==> src/rtl/counter_to_alphabet_string_unit_assert.svh <==
// assertion macros shared by the rtl
`ifndef COUNTER_TO_ALPHABET_STRING_UNIT_ASSERT_SVH
`define COUNTER_TO_ALPHABET_STRING_UNIT_ASSERT_SVH

// condition holds in the same cycle as the trigger
`define CTAS_ASSERT_SAME(name, ante, cons, msg) \
    name: assert property (@(posedge aclk) disable iff (!aresetn) (ante) |-> (cons)) \
        else $error(msg);

// condition holds in the cycle after the trigger
`define CTAS_ASSERT_NEXT(name, ante, cons, msg) \
    name: assert property (@(posedge aclk) disable iff (!aresetn) (ante) |=> (cons)) \
        else $error(msg);

`endif

==> src/rtl/ctas_pkg.sv <==
package ctas_pkg;

    // fixed field widths
    localparam int COUNTER_W = 64;
    localparam int SLOT_W    = 6;
    localparam int CHAR_W    = 8;
    localparam int POS_W     = 4;
    localparam int RADIX_W   = 7;
    localparam int STRLEN_W  = 5;
    localparam int CFG_IDX_W = 2;
    localparam int CFG_DATA_W = 7;

    // divider steps, one quotient bit each
    localparam int DIV_STEPS = COUNTER_W;
    localparam int STEP_W    = $clog2(DIV_STEPS);

    // opcodes
    localparam logic OP_LOAD   = 1'b0;
    localparam logic OP_ENCODE = 1'b1;

    // register indexes
    localparam logic [CFG_IDX_W-1:0] REG_CHARSET_LENGTH = 2'd0;
    localparam logic [CFG_IDX_W-1:0] REG_STRING_LENGTH  = 2'd1;

    typedef struct packed {
        logic                 opcode;
        logic [COUNTER_W-1:0] counter;
        logic [SLOT_W-1:0]    table_index;
        logic [CHAR_W-1:0]    table_char;
    } in_item_t;

    typedef struct packed {
        logic [CHAR_W-1:0] character;
        logic [POS_W-1:0]  position;
        logic              last;
    } out_item_t;

    // divider result, valid while done is high
    typedef struct packed {
        logic                 done;
        logic [COUNTER_W-1:0] quotient;
        logic [RADIX_W-1:0]   remainder;
    } div_result_t;

endpackage

==> src/rtl/ctas_divider.sv <==
module ctas_divider (
    input  logic                          aclk,
    input  logic                          aresetn,
    input  logic                          start,
    input  logic [ctas_pkg::COUNTER_W-1:0] dividend,
    input  logic [ctas_pkg::RADIX_W-1:0]   divisor,
    output ctas_pkg::div_result_t          result
);

    logic                           busy_reg, busy_next;
    logic                           done_reg, done_next;
    logic [ctas_pkg::STEP_W-1:0]    step_reg, step_next;
    logic [ctas_pkg::COUNTER_W-1:0] dq_reg, dq_next;
    logic [ctas_pkg::RADIX_W-1:0]   rem_reg, rem_next;
    logic [ctas_pkg::RADIX_W-1:0]   div_reg, div_next;
    logic [ctas_pkg::RADIX_W:0]     trial;
    logic                           fits;

    // one restoring step: shift in the next dividend bit, subtract if it fits
    always_comb begin
        trial = {rem_reg, dq_reg[ctas_pkg::COUNTER_W-1]};
        fits  = (trial >= {1'b0, div_reg});
    end

    always_comb begin
        busy_next = busy_reg;
        done_next = 1'b0;
        step_next = step_reg;
        dq_next   = dq_reg;
        rem_next  = rem_reg;
        div_next  = div_reg;
        if (start) begin
            busy_next = 1'b1;
            step_next = '0;
            dq_next   = dividend;
            rem_next  = '0;
            div_next  = divisor;
        end else if (busy_reg) begin
            dq_next  = {dq_reg[ctas_pkg::COUNTER_W-2:0], fits};
            rem_next = fits ? ctas_pkg::RADIX_W'(trial - {1'b0, div_reg})
                            : trial[ctas_pkg::RADIX_W-1:0];
            step_next = step_reg + 1'b1;
            if (step_reg == ctas_pkg::STEP_W'(ctas_pkg::DIV_STEPS - 1)) begin
                busy_next = 1'b0;
                done_next = 1'b1;
            end
        end
    end

    // control state
    always_ff @(posedge aclk) begin
        if (!aresetn) begin
            busy_reg <= 1'b0;
            done_reg <= 1'b0;
            step_reg <= '0;
        end else begin
            busy_reg <= busy_next;
            done_reg <= done_next;
            step_reg <= step_next;
        end
    end

    // datapath
    always_ff @(posedge aclk) begin
        dq_reg  <= dq_next;
        rem_reg <= rem_next;
        div_reg <= div_next;
    end

    assign result.done      = done_reg;
    assign result.quotient  = dq_reg;
    assign result.remainder = rem_reg;

endmodule

==> src/rtl/ctas_alphabet.sv <==
module ctas_alphabet #(
    parameter int DEPTH = 64,
    parameter int AW    = 6
) (
    input  logic                        aclk,
    input  logic                        wr_en,
    input  logic [AW-1:0]               wr_addr,
    input  logic [ctas_pkg::CHAR_W-1:0] wr_data,
    input  logic                        rd_en,
    input  logic [AW-1:0]               rd_addr,
    output logic [ctas_pkg::CHAR_W-1:0] rd_data
);

    logic [ctas_pkg::CHAR_W-1:0] mem [DEPTH];
    logic [ctas_pkg::CHAR_W-1:0] rd_data_reg;

    // single write port
    always_ff @(posedge aclk) begin
        if (wr_en) begin
            mem[wr_addr] <= wr_data;
        end
    end

    // registered read, holds until the next read
    always_ff @(posedge aclk) begin
        if (rd_en) begin
            rd_data_reg <= mem[rd_addr];
        end
    end

    assign rd_data = rd_data_reg;

endmodule

==> src/rtl/counter_to_alphabet_string_unit.sv <==
// encode item: each character needs a division by the 64-step shift-subtract divider
// and a table lookup; the next division starts once that character is taken
// load item: writes the alphabet, no result, next item may follow directly
// one item in work at a time; s_ready is low until the last character is taken
// synchronous active-low reset clears control, sets charset_length 64, string_length 8;
// alphabet contents stay undefined until loaded
module counter_to_alphabet_string_unit #(
    parameter int ALPHABET_SIZE = 64,
    parameter int MAX_LENGTH    = 16
) (
    input  logic                             aclk,
    input  logic                             aresetn,
    input  logic                             s_valid,
    output logic                             s_ready,
    input  ctas_pkg::in_item_t               s_data,
    output logic                             m_valid,
    input  logic                             m_ready,
    output ctas_pkg::out_item_t              m_data,
    input  logic                             cfg_we,
    input  logic [ctas_pkg::CFG_IDX_W-1:0]   cfg_index,
    input  logic [ctas_pkg::CFG_DATA_W-1:0]  cfg_data
);

    `include "counter_to_alphabet_string_unit_assert.svh"

    localparam int AW = (ALPHABET_SIZE > 1) ? $clog2(ALPHABET_SIZE) : 1;
    localparam int KW = (MAX_LENGTH > 1) ? $clog2(MAX_LENGTH) : 1;

    typedef enum logic [2:0] {
        ST_IDLE = 3'b001,
        ST_DIV  = 3'b010,
        ST_OUT  = 3'b100
    } state_t;

    state_t                           state_reg, state_next;
    logic [KW-1:0]                    k_reg, k_next;
    logic [ctas_pkg::RADIX_W-1:0]     charset_reg;
    logic [ctas_pkg::STRLEN_W-1:0]    strlen_reg;
    logic [ctas_pkg::RADIX_W-1:0]     radix;
    logic [KW-1:0]                    last_idx;
    logic                             is_last;
    logic                             s_fire;
    logic                             m_fire;
    logic                             div_start;
    logic [ctas_pkg::COUNTER_W-1:0]   div_dividend;
    ctas_pkg::div_result_t            div_res;
    logic                             wr_en;
    logic [ctas_pkg::CHAR_W-1:0]      rd_data;

    // configuration registers
    always_ff @(posedge aclk) begin
        if (!aresetn) begin
            charset_reg <= ctas_pkg::RADIX_W'(64);
            strlen_reg  <= ctas_pkg::STRLEN_W'(8);
        end else if (cfg_we) begin
            unique case (cfg_index)
                ctas_pkg::REG_CHARSET_LENGTH: charset_reg <= cfg_data;
                ctas_pkg::REG_STRING_LENGTH:  strlen_reg  <= cfg_data[ctas_pkg::STRLEN_W-1:0];
                default: ;
            endcase
        end
    end

    // clamp radix and length into range
    always_comb begin
        if (charset_reg == '0) begin
            radix = ctas_pkg::RADIX_W'(1);
        end else if (int'(charset_reg) > ALPHABET_SIZE) begin
            radix = ctas_pkg::RADIX_W'(ALPHABET_SIZE);
        end else begin
            radix = charset_reg;
        end
        if (strlen_reg == '0) begin
            last_idx = '0;
        end else if (int'(strlen_reg) > MAX_LENGTH) begin
            last_idx = KW'(MAX_LENGTH - 1);
        end else begin
            last_idx = KW'(int'(strlen_reg) - 1);
        end
    end

    assign is_last = (k_reg == last_idx);
    assign s_ready = (state_reg == ST_IDLE);
    assign m_valid = (state_reg == ST_OUT);
    assign s_fire  = s_valid && s_ready;
    assign m_fire  = m_valid && m_ready;

    // load items write the alphabet straight away
    assign wr_en = s_fire && (s_data.opcode == ctas_pkg::OP_LOAD)
                   && (int'(s_data.table_index) < ALPHABET_SIZE);

    // sequencer: divide, look up, hand out, repeat per digit
    always_comb begin
        state_next   = state_reg;
        k_next       = k_reg;
        div_start    = 1'b0;
        div_dividend = div_res.quotient;
        unique case (state_reg)
            ST_IDLE: begin
                if (s_fire && (s_data.opcode == ctas_pkg::OP_ENCODE)) begin
                    div_start    = 1'b1;
                    div_dividend = s_data.counter;
                    k_next       = '0;
                    state_next   = ST_DIV;
                end
            end
            ST_DIV: begin
                if (div_res.done) begin
                    state_next = ST_OUT;
                end
            end
            ST_OUT: begin
                if (m_fire) begin
                    if (is_last) begin
                        state_next = ST_IDLE;
                    end else begin
                        div_start  = 1'b1;
                        k_next     = k_reg + 1'b1;
                        state_next = ST_DIV;
                    end
                end
            end
            default: state_next = ST_IDLE;
        endcase
    end

    always_ff @(posedge aclk) begin
        if (!aresetn) begin
            state_reg <= ST_IDLE;
            k_reg     <= '0;
        end else begin
            state_reg <= state_next;
            k_reg     <= k_next;
        end
    end

    ctas_divider u_divider (
        .aclk     (aclk),
        .aresetn  (aresetn),
        .start    (div_start),
        .dividend (div_dividend),
        .divisor  (radix),
        .result   (div_res)
    );

    // digit lookup fires as the remainder comes out
    ctas_alphabet #(
        .DEPTH (ALPHABET_SIZE),
        .AW    (AW)
    ) u_alphabet (
        .aclk    (aclk),
        .wr_en   (wr_en),
        .wr_addr (AW'(s_data.table_index)),
        .wr_data (s_data.table_char),
        .rd_en   (div_res.done),
        .rd_addr (AW'(div_res.remainder)),
        .rd_data (rd_data)
    );

    assign m_data.character = rd_data;
    assign m_data.position  = ctas_pkg::POS_W'(k_reg);
    assign m_data.last      = is_last;

    `CTAS_ASSERT_SAME(a_ready_excl_valid, s_ready, !m_valid, "input ready while a character is shown")
    `CTAS_ASSERT_NEXT(a_last_frees_input, m_fire && m_data.last, s_ready, "not ready after last item")
    `CTAS_ASSERT_SAME(a_done_in_div, div_res.done, state_reg == ST_DIV, "divider done outside divide")
    `CTAS_ASSERT_SAME(a_pos_in_range, m_valid, k_reg <= last_idx, "position beyond string length")
    `CTAS_ASSERT_SAME(a_digit_below_radix, div_res.done, div_res.remainder < radix, "digit not below radix")

endmodule
==> config.mk <==
export PLATFORM = sky130hd
export DESIGN_NAME = counter_to_alphabet_string_unit
export DESIGN_NICKNAME = d
export VERILOG_FILES = /design/src/rtl/ctas_pkg.sv /design/src/rtl/ctas_divider.sv /design/src/rtl/ctas_alphabet.sv /design/src/rtl/counter_to_alphabet_string_unit.sv
export VERILOG_INCLUDE_DIRS = /design/src /design/src/rtl
export SDC_FILE = /design/constraint.sdc
export NUM_CORES = 1
export LEC_CHECK = 0
export BUFFER_PORTS_ARGS = -buffer_cell sky130_fd_sc_hd__buf_4
export CORE_MARGIN = 10
export CORE_UTILIZATION = 25
export DETAILED_ROUTE_END_ITERATION = 8
export PLACE_DENSITY_LB_ADDON = 0.08
export SLEW_MARGIN = 20
export SYNTH_ARGS = -nofsm -noshare
export SYNTH_HDL_FRONTEND = slang
export SYNTH_HIERARCHICAL = 1
export SYNTH_SLANG_ARGS = --single-unit
export TNS_END_PERCENT = 100
==> constraint.sdc <==
create_clock -name aclk -period 4.4 [get_ports aclk]
set_input_delay 0.66 -clock aclk [delete_from_list [all_inputs] [get_ports aclk]]
set_output_delay 0.66 -clock aclk [all_outputs]
set_load 0.005 [all_outputs]
==> results of run 1 <==
cell families after synthesis:
logic type | count (synthesis)
flops | 625
simple gates | 452
mux | 239
compound gates | 110
buf+inv | 105
fa+ha+maj | 13
xor+xnor | 9
routing by layer:
metal	up-vias	part of all wire	global-route usage
met5	-	0	0
met4	0	0.016	0.0299
met3	76	0.046	0.0239
met2	253	0.47	0.191
met1	7340	0.47	0.170
li1	6402	-	-
cell type report:
type,count,area share
repair buffers,185,0.0465
inverters,19,0.00229
well taps,1380,0.0554
diodes,4,0.000321
flip-flops and latches,625,0.591
multi-input cells,823,0.229
clock buffers,88,0.0652
clock inverters,40,0.0101
critical path, stage by stage, from the launching register on:
cell,delay [ps]
dfxtp_1,350
inv_1,80
ha_1,190
nor3b_1,380
o21ai_0,210
and3_4,220
o2111ai_2,220
inv_2,130
o21ai_4,710
buf_12,390
mux2_2,390
path summary, 6_finish.rpt:
check                                            from                    to
worst max-delay path                    strlen_reg[0]  u_divider/dq_reg[40]
worst max register to register          strlen_reg[0]  u_divider/dq_reg[40]
worst min register to register  u_divider/step_reg[5]    u_divider/done_reg
worst min-delay path                      cfg_data[3]         strlen_reg[3]
cells in the mapped netlist, drive strengths merged (9+ instances only):
master | number | area share
nor3 | 15 | 0.0029
buf | 48 | 0.013
nand2 | 229 | 0.033
nor2 | 114 | 0.016
edfxtp | 591 | 0.68
inv | 19 | 0.0027
mux2 | 76 | 0.033
o21ai | 17 | 0.0033
ha | 10 | 0.0048
nor3b | 9 | 0.0026
a21oi | 9 | 0.0017
o221ai | 9 | 0.0030
clkbuf | 38 | 0.0055
dfxtp | 34 | 0.026
mux4 | 126 | 0.11
nor2b | 27 | 0.0065
mux2i | 37 | 0.014
nand2b | 13 | 0.0031
nand3 | 18 | 0.0035
report_power, final:
| group | switching (uW) | internal [uW] | total [uW] |
|---|---|---|---|
| combinational | 1260 | 1080 | 2330 |
| sequential | 218 | 6660 | 6880 |
| clock | 2470 | 3470 | 5940 |
| total | 3950 | 11200 | 15200 |
per-stage QoR:
stage | std cells | util
after floorplan | 1553 | -
after global placement | 3032 | 0.278
after global routing | 3161 | 0.301
after detailed placement | 3032 | 0.278
after CTS | 3160 | 0.301
final | 3164 | 0.301
==> out/results.ini, run 1 <==
[status]
outcome=completed

[timing]
hold_violations=0
fin_setup_tns_ps=0
fin_ws_ps=811
setup_viol_count_final=0
tightest_slew_ps=992
fin_crit_ps=3590
period_share=0.816
whs_ps=286
slew_headroom=0.336
fin_skew_ps=22.0
fmax_mhz=279
slew_viol_final=0
rsz0062_at_grt=no

[placement]
gp_congestion=0.727
dpl-instance-area_um2=28800
dp_slack_ps=790
dp_hpwl_um=45200
port_buffers=107

[detailed_routing]
routed_wl_um=72300
viasPerCell=4.45
vias=14100
dr.pass1.iters=5
drcViolationCount=0
wl_per_cell_um=22.8
drt_iter0_drc=985
ant_nets=0

[setup_path]
reg2regPathDepth=10
arrival_ps=3950
r2r_setup_slack_ps=810
required_ps=4760
critPathCaptureType=flip-flop
critical_path_class=flip-flop to flip-flop
path_max_fanout=63
crit_path_start_kind=flip-flop

[cts]
hold_buffers=0
clockBufferDepth=3
cts_max_level=3
cts_tree=done
root_buffer=clkbuf_16
clk_pin_slew_ps=50
cts_post_setup_buffers_inserted=0
cts_buffers=74
clock_sinks=625
insertion_delay_ps=630
cts_resized=0

[cells_and_area]
regArea_um2=18400
drive_above_1_share=0.290
final_cell_mix=edfxtp_1, nand2_1, buf_4
layout_commonest_cell=edfxtp_1
nFillCells=10300
stdcell_area_um2=31200
fin_nets=1832
area_delta_synth_final_pct=19.5
multi_input_area_um2=7140
largest_register_ffs=512

[logic_synthesis]
synth-edff-count=591
synth_top_family_by_area=multiplexers
avgSynthCellArea_um2=16.8
synth_simple_gate_area_share=0.0751
synthMuxAreaShare=0.156
synth_compound_area_frac=0.0327
ys.flop_type=edfxtp_1
synth_warnings=6
seq_area_frac_synth=0.706
synth_seq_cells=625
syn_area_um2=26100
synth-async-reset-ratio=0
synth-xor-area-share=0.00302
syn_inst=1553
synth.net_count=1657
synth_fa_ha_area_frac=0.00633
synth_cell_types=75

[die]
die_x_um=343
die_y_um=343
start_util=0.252
row_count=118
dieArea_um2=118000
fp.coreArea_um2=104000
ios=108

[global_routing]
grt_antenna_before_repair=2
grt_pass1_vias=14800
track_usage=0.121
grt_max_degree=68
grt_pass1_wl_um=105000
grt-ovfl-total=0

[min_path]
hold_path.class=input pin to flip-flop
hold_path_depth=3

[power]
p_leak_uw=0.0102
pwr_density_cell_nw_per_um2=486
total_power_uw=15200
ir_drop_v=0.000287

[flow_run]
drv_cap=0

Power figures use the tool's default switching activity.
==> run 2, diff against run 1 <==
==> constraint.sdc (replaced) <==
create_clock -name aclk -period 3.1 [get_ports aclk]
set_input_delay 0.465 -clock aclk [delete_from_list [all_inputs] [get_ports aclk]]
set_output_delay 0.465 -clock aclk [all_outputs]
set_load 0.005 [all_outputs]
==> run 2 against run 1 <==
Net effect: non-clock buffer count rose by 58; core utilization rose by 0.61 points; via count rose by 1.8%; clock power rose by 47%; setup slack got worse by 640 ps; power rose by 45%; combinational power rose by 55%; clock skew rose by 10 ps; flip-flop and latch count did not move; global-route usage rose by 0.059 points; critical path type is now flip-flop to output port; critical endpoint is now m_data[0].
==> out/results.ini, run 2 (synthesized netlist as in run 1, its figures left out) <==
[power]
p_leak_uw=0.0105  ; +3.7%
switching_share=0.256  ; -0.00401
total_power_uw=22000  ; +45%
p_seq_frac=0.439  ; -0.015
pwr_density_cell_nw_per_um2=691  ; +42%
power.switching_uw=5640  ; +43%
ir_drop_v=0.000376  ; +31%
clockPowerShare=0.397  ; +0.005
intPower_uw=16400  ; +46%
comb_power_share=0.164  ; +0.010

[timing]
tightest_slew_ps=827  ; -165 ps
slew_viol_final=0  ; unchanged
rsz0062_at_grt=no
fmax_mhz=341
slew_headroom=0.449  ; +0.113
fin_skew_ps=32.0  ; +10.0 ps
setup_viol_count_final=0  ; unchanged
hold_violations=0  ; unchanged
fin_crit_ps=2930
fin_setup_tns_ps=0  ; unchanged
period_share=0.946

[cells_and_area]
regArea_um2=18400  ; about the same
multi_input_area_um2=7150  ; +0.11%
antenna_cells=0  ; -4
stdcell_area_um2=31800  ; +2.0%
fin_cells=3228  ; +2.0%
drive_above_1_share=0.310  ; +0.0196
layout_commonest_cell=edfxtp_1
final_cell_mix=edfxtp_1, buf_4, nand2_1
largest_register_ffs=512  ; unchanged
fin_nets=1894  ; +3.4%
nFillCells=10200  ; -0.31%
area_delta_synth_final_pct=21.9

[cts]
clock_sinks=625  ; unchanged
clockBufferDepth=3  ; unchanged
root_buffer=clkbuf_16
insertion_delay_ps=630  ; about the same
cts_max_level=3  ; unchanged
clk_pin_slew_ps=60  ; about the same
cts_buffers=78  ; +5.4%
cts_tree=done
hold_buffers=0  ; unchanged

[detailed_routing]
routed_wl_um=72200  ; about the same
viasPerCell=4.44  ; -0.21%
wl_per_cell_um=22.4  ; -2.1%
ant_nets=0  ; unchanged
vias=14300  ; +1.8%
drcViolationCount=0  ; unchanged
dr.pass1.iters=5  ; unchanged
drt_iter0_drc=823  ; -16%

[die]
ios=108  ; unchanged
row_count=118  ; unchanged
die_y_um=343  ; unchanged
die_x_um=343  ; unchanged
dieArea_um2=118000  ; unchanged
start_util=0.252  ; unchanged
fp.coreArea_um2=104000  ; unchanged

[setup_path]
r2r_setup_slack_ps=200  ; -610 ps
crit_buf_inv=3  ; unchanged
cp_top_family=adder cells
max_stage_delay_ps=370  ; -340 ps
critPathCaptureType=output port
reg2regPathDepth=10  ; unchanged
crit_path_start_kind=flip-flop
path_max_fanout=6  ; -90%
crit_path_cell_trace=inv_1, ha_1, nor3b_2, maj3_1, xor2_1, o2111ai_2, inv_2, buf_4
required_ps=2630  ; -2130 ps
crit_slowest_cell=dfxtp_2
arrival_ps=2470  ; -1480 ps
regToRegStartpoint=strlen_reg[0]
worst-path-stages=8  ; -2
worst_r2r_endpoint=u_divider/dq_reg[47]
critical_path_class=flip-flop to output port

[global_routing]
grt_pass1_vias=15400  ; +4.3%
grt_antenna_before_repair=1  ; -1
grt_max_degree=65  ; -4.4%
grt-ovfl-total=0  ; unchanged
track_usage=0.122  ; +0.000590
grt_pass1_wl_um=106000  ; +0.70%

[min_path]
min-delay-start=cfg_data[3]
hold_path_depth=3  ; unchanged
whs_endpoint=strlen_reg[3]
hold_path.class=input pin to flip-flop

[placement]
dp_hpwl_um=46200  ; +2.1%
gp_congestion=0.732  ; +0.69%
dpl-instance-area_um2=29400  ; +1.9%
port_buffers=107  ; unchanged
dpl.cell_count=3089  ; +1.9%

[flow_run]
drv_cap=0  ; unchanged

[status]
outcome=completed

-- run 2: stage by stage --
stage	setup WS (ps)	hold slack (ps)	utilization
4_1_cts	84.6	42.9	0.307
6_report	167	94.2	0.307
5_1_grt	11.0	79.7	0.307
3_3_place_gp	200	478	0.283
2_1_floorplan	20.3	444	-
3_5_place_dp	163	472	0.283
-- run 2: worst register-to-register path: stages, from the launching register on --
cell and delay (ps):
dfxtp_2 370, inv_1 60, ha_1 220, nor3b_2 180
maj3_1 370, xor2_1 160, o2111ai_2 130, inv_2 120
o21ai_4 390, buf_12 280, mux2_2 360
-- run 2: power by group through the flow --
| stage | clock [uW] | sequential (uW) | combinational, uW |
|---|---|---|---|
| 2_1_floorplan | 0 | 9680 | 2400 |
| 3_3_place_gp | 0 | 9850 | 3670 |
| 3_5_place_dp | 0 | 9850 | 3690 |
| 4_1_cts | 9080 | 9680 | 3700 |
| 5_1_grt | 9430 | 9680 | 3910 |
| 6_report | 8740 | 9660 | 3600 |
-- run 2: cell type report --
class	instances	area share
Clock buffer	110	0.0687
Clock inverter	28	0.00814
Inverter	19	0.00224
Multi-Input combinational cell	823	0.225
Sequential cell	625	0.580
Tap cell	1380	0.0543
Timing Repair Buffer	243	0.0624
-- run 2: metal layers --
metal / vias to the layer above / GRT usage / share of wire
met3: 103 / 0.0223 / 0.041
met1: 7414 / 0.161 / 0.45
met5: - / 0 / 0.00018
met4: 2 / 0.0386 / 0.023
li1: 6548 / - / -
met2: 258 / 0.200 / 0.48
-- run 2: worst max-delay path by stage --
stage / start / to
3_3_place_gp: strlen_reg[1] / u_divider/dq_reg[32]
4_1_cts: strlen_reg[1] / m_data[0]
5_1_grt: strlen_reg[0] / m_data[0]
2_1_floorplan: strlen_reg[1] / u_divider/dq_reg[0]
3_5_place_dp: strlen_reg[1] / u_divider/dq_reg[46]
6_report: strlen_reg[0] / m_data[0]
-- run 2: repair_timing --
| action | 4_1_cts | 5_1_grt |
|---|---|---|
| setup buffers | 0 | 1 |
| resized for setup | 0 | 1 |
| endpoints found under the setup margin | 0 | 4 |
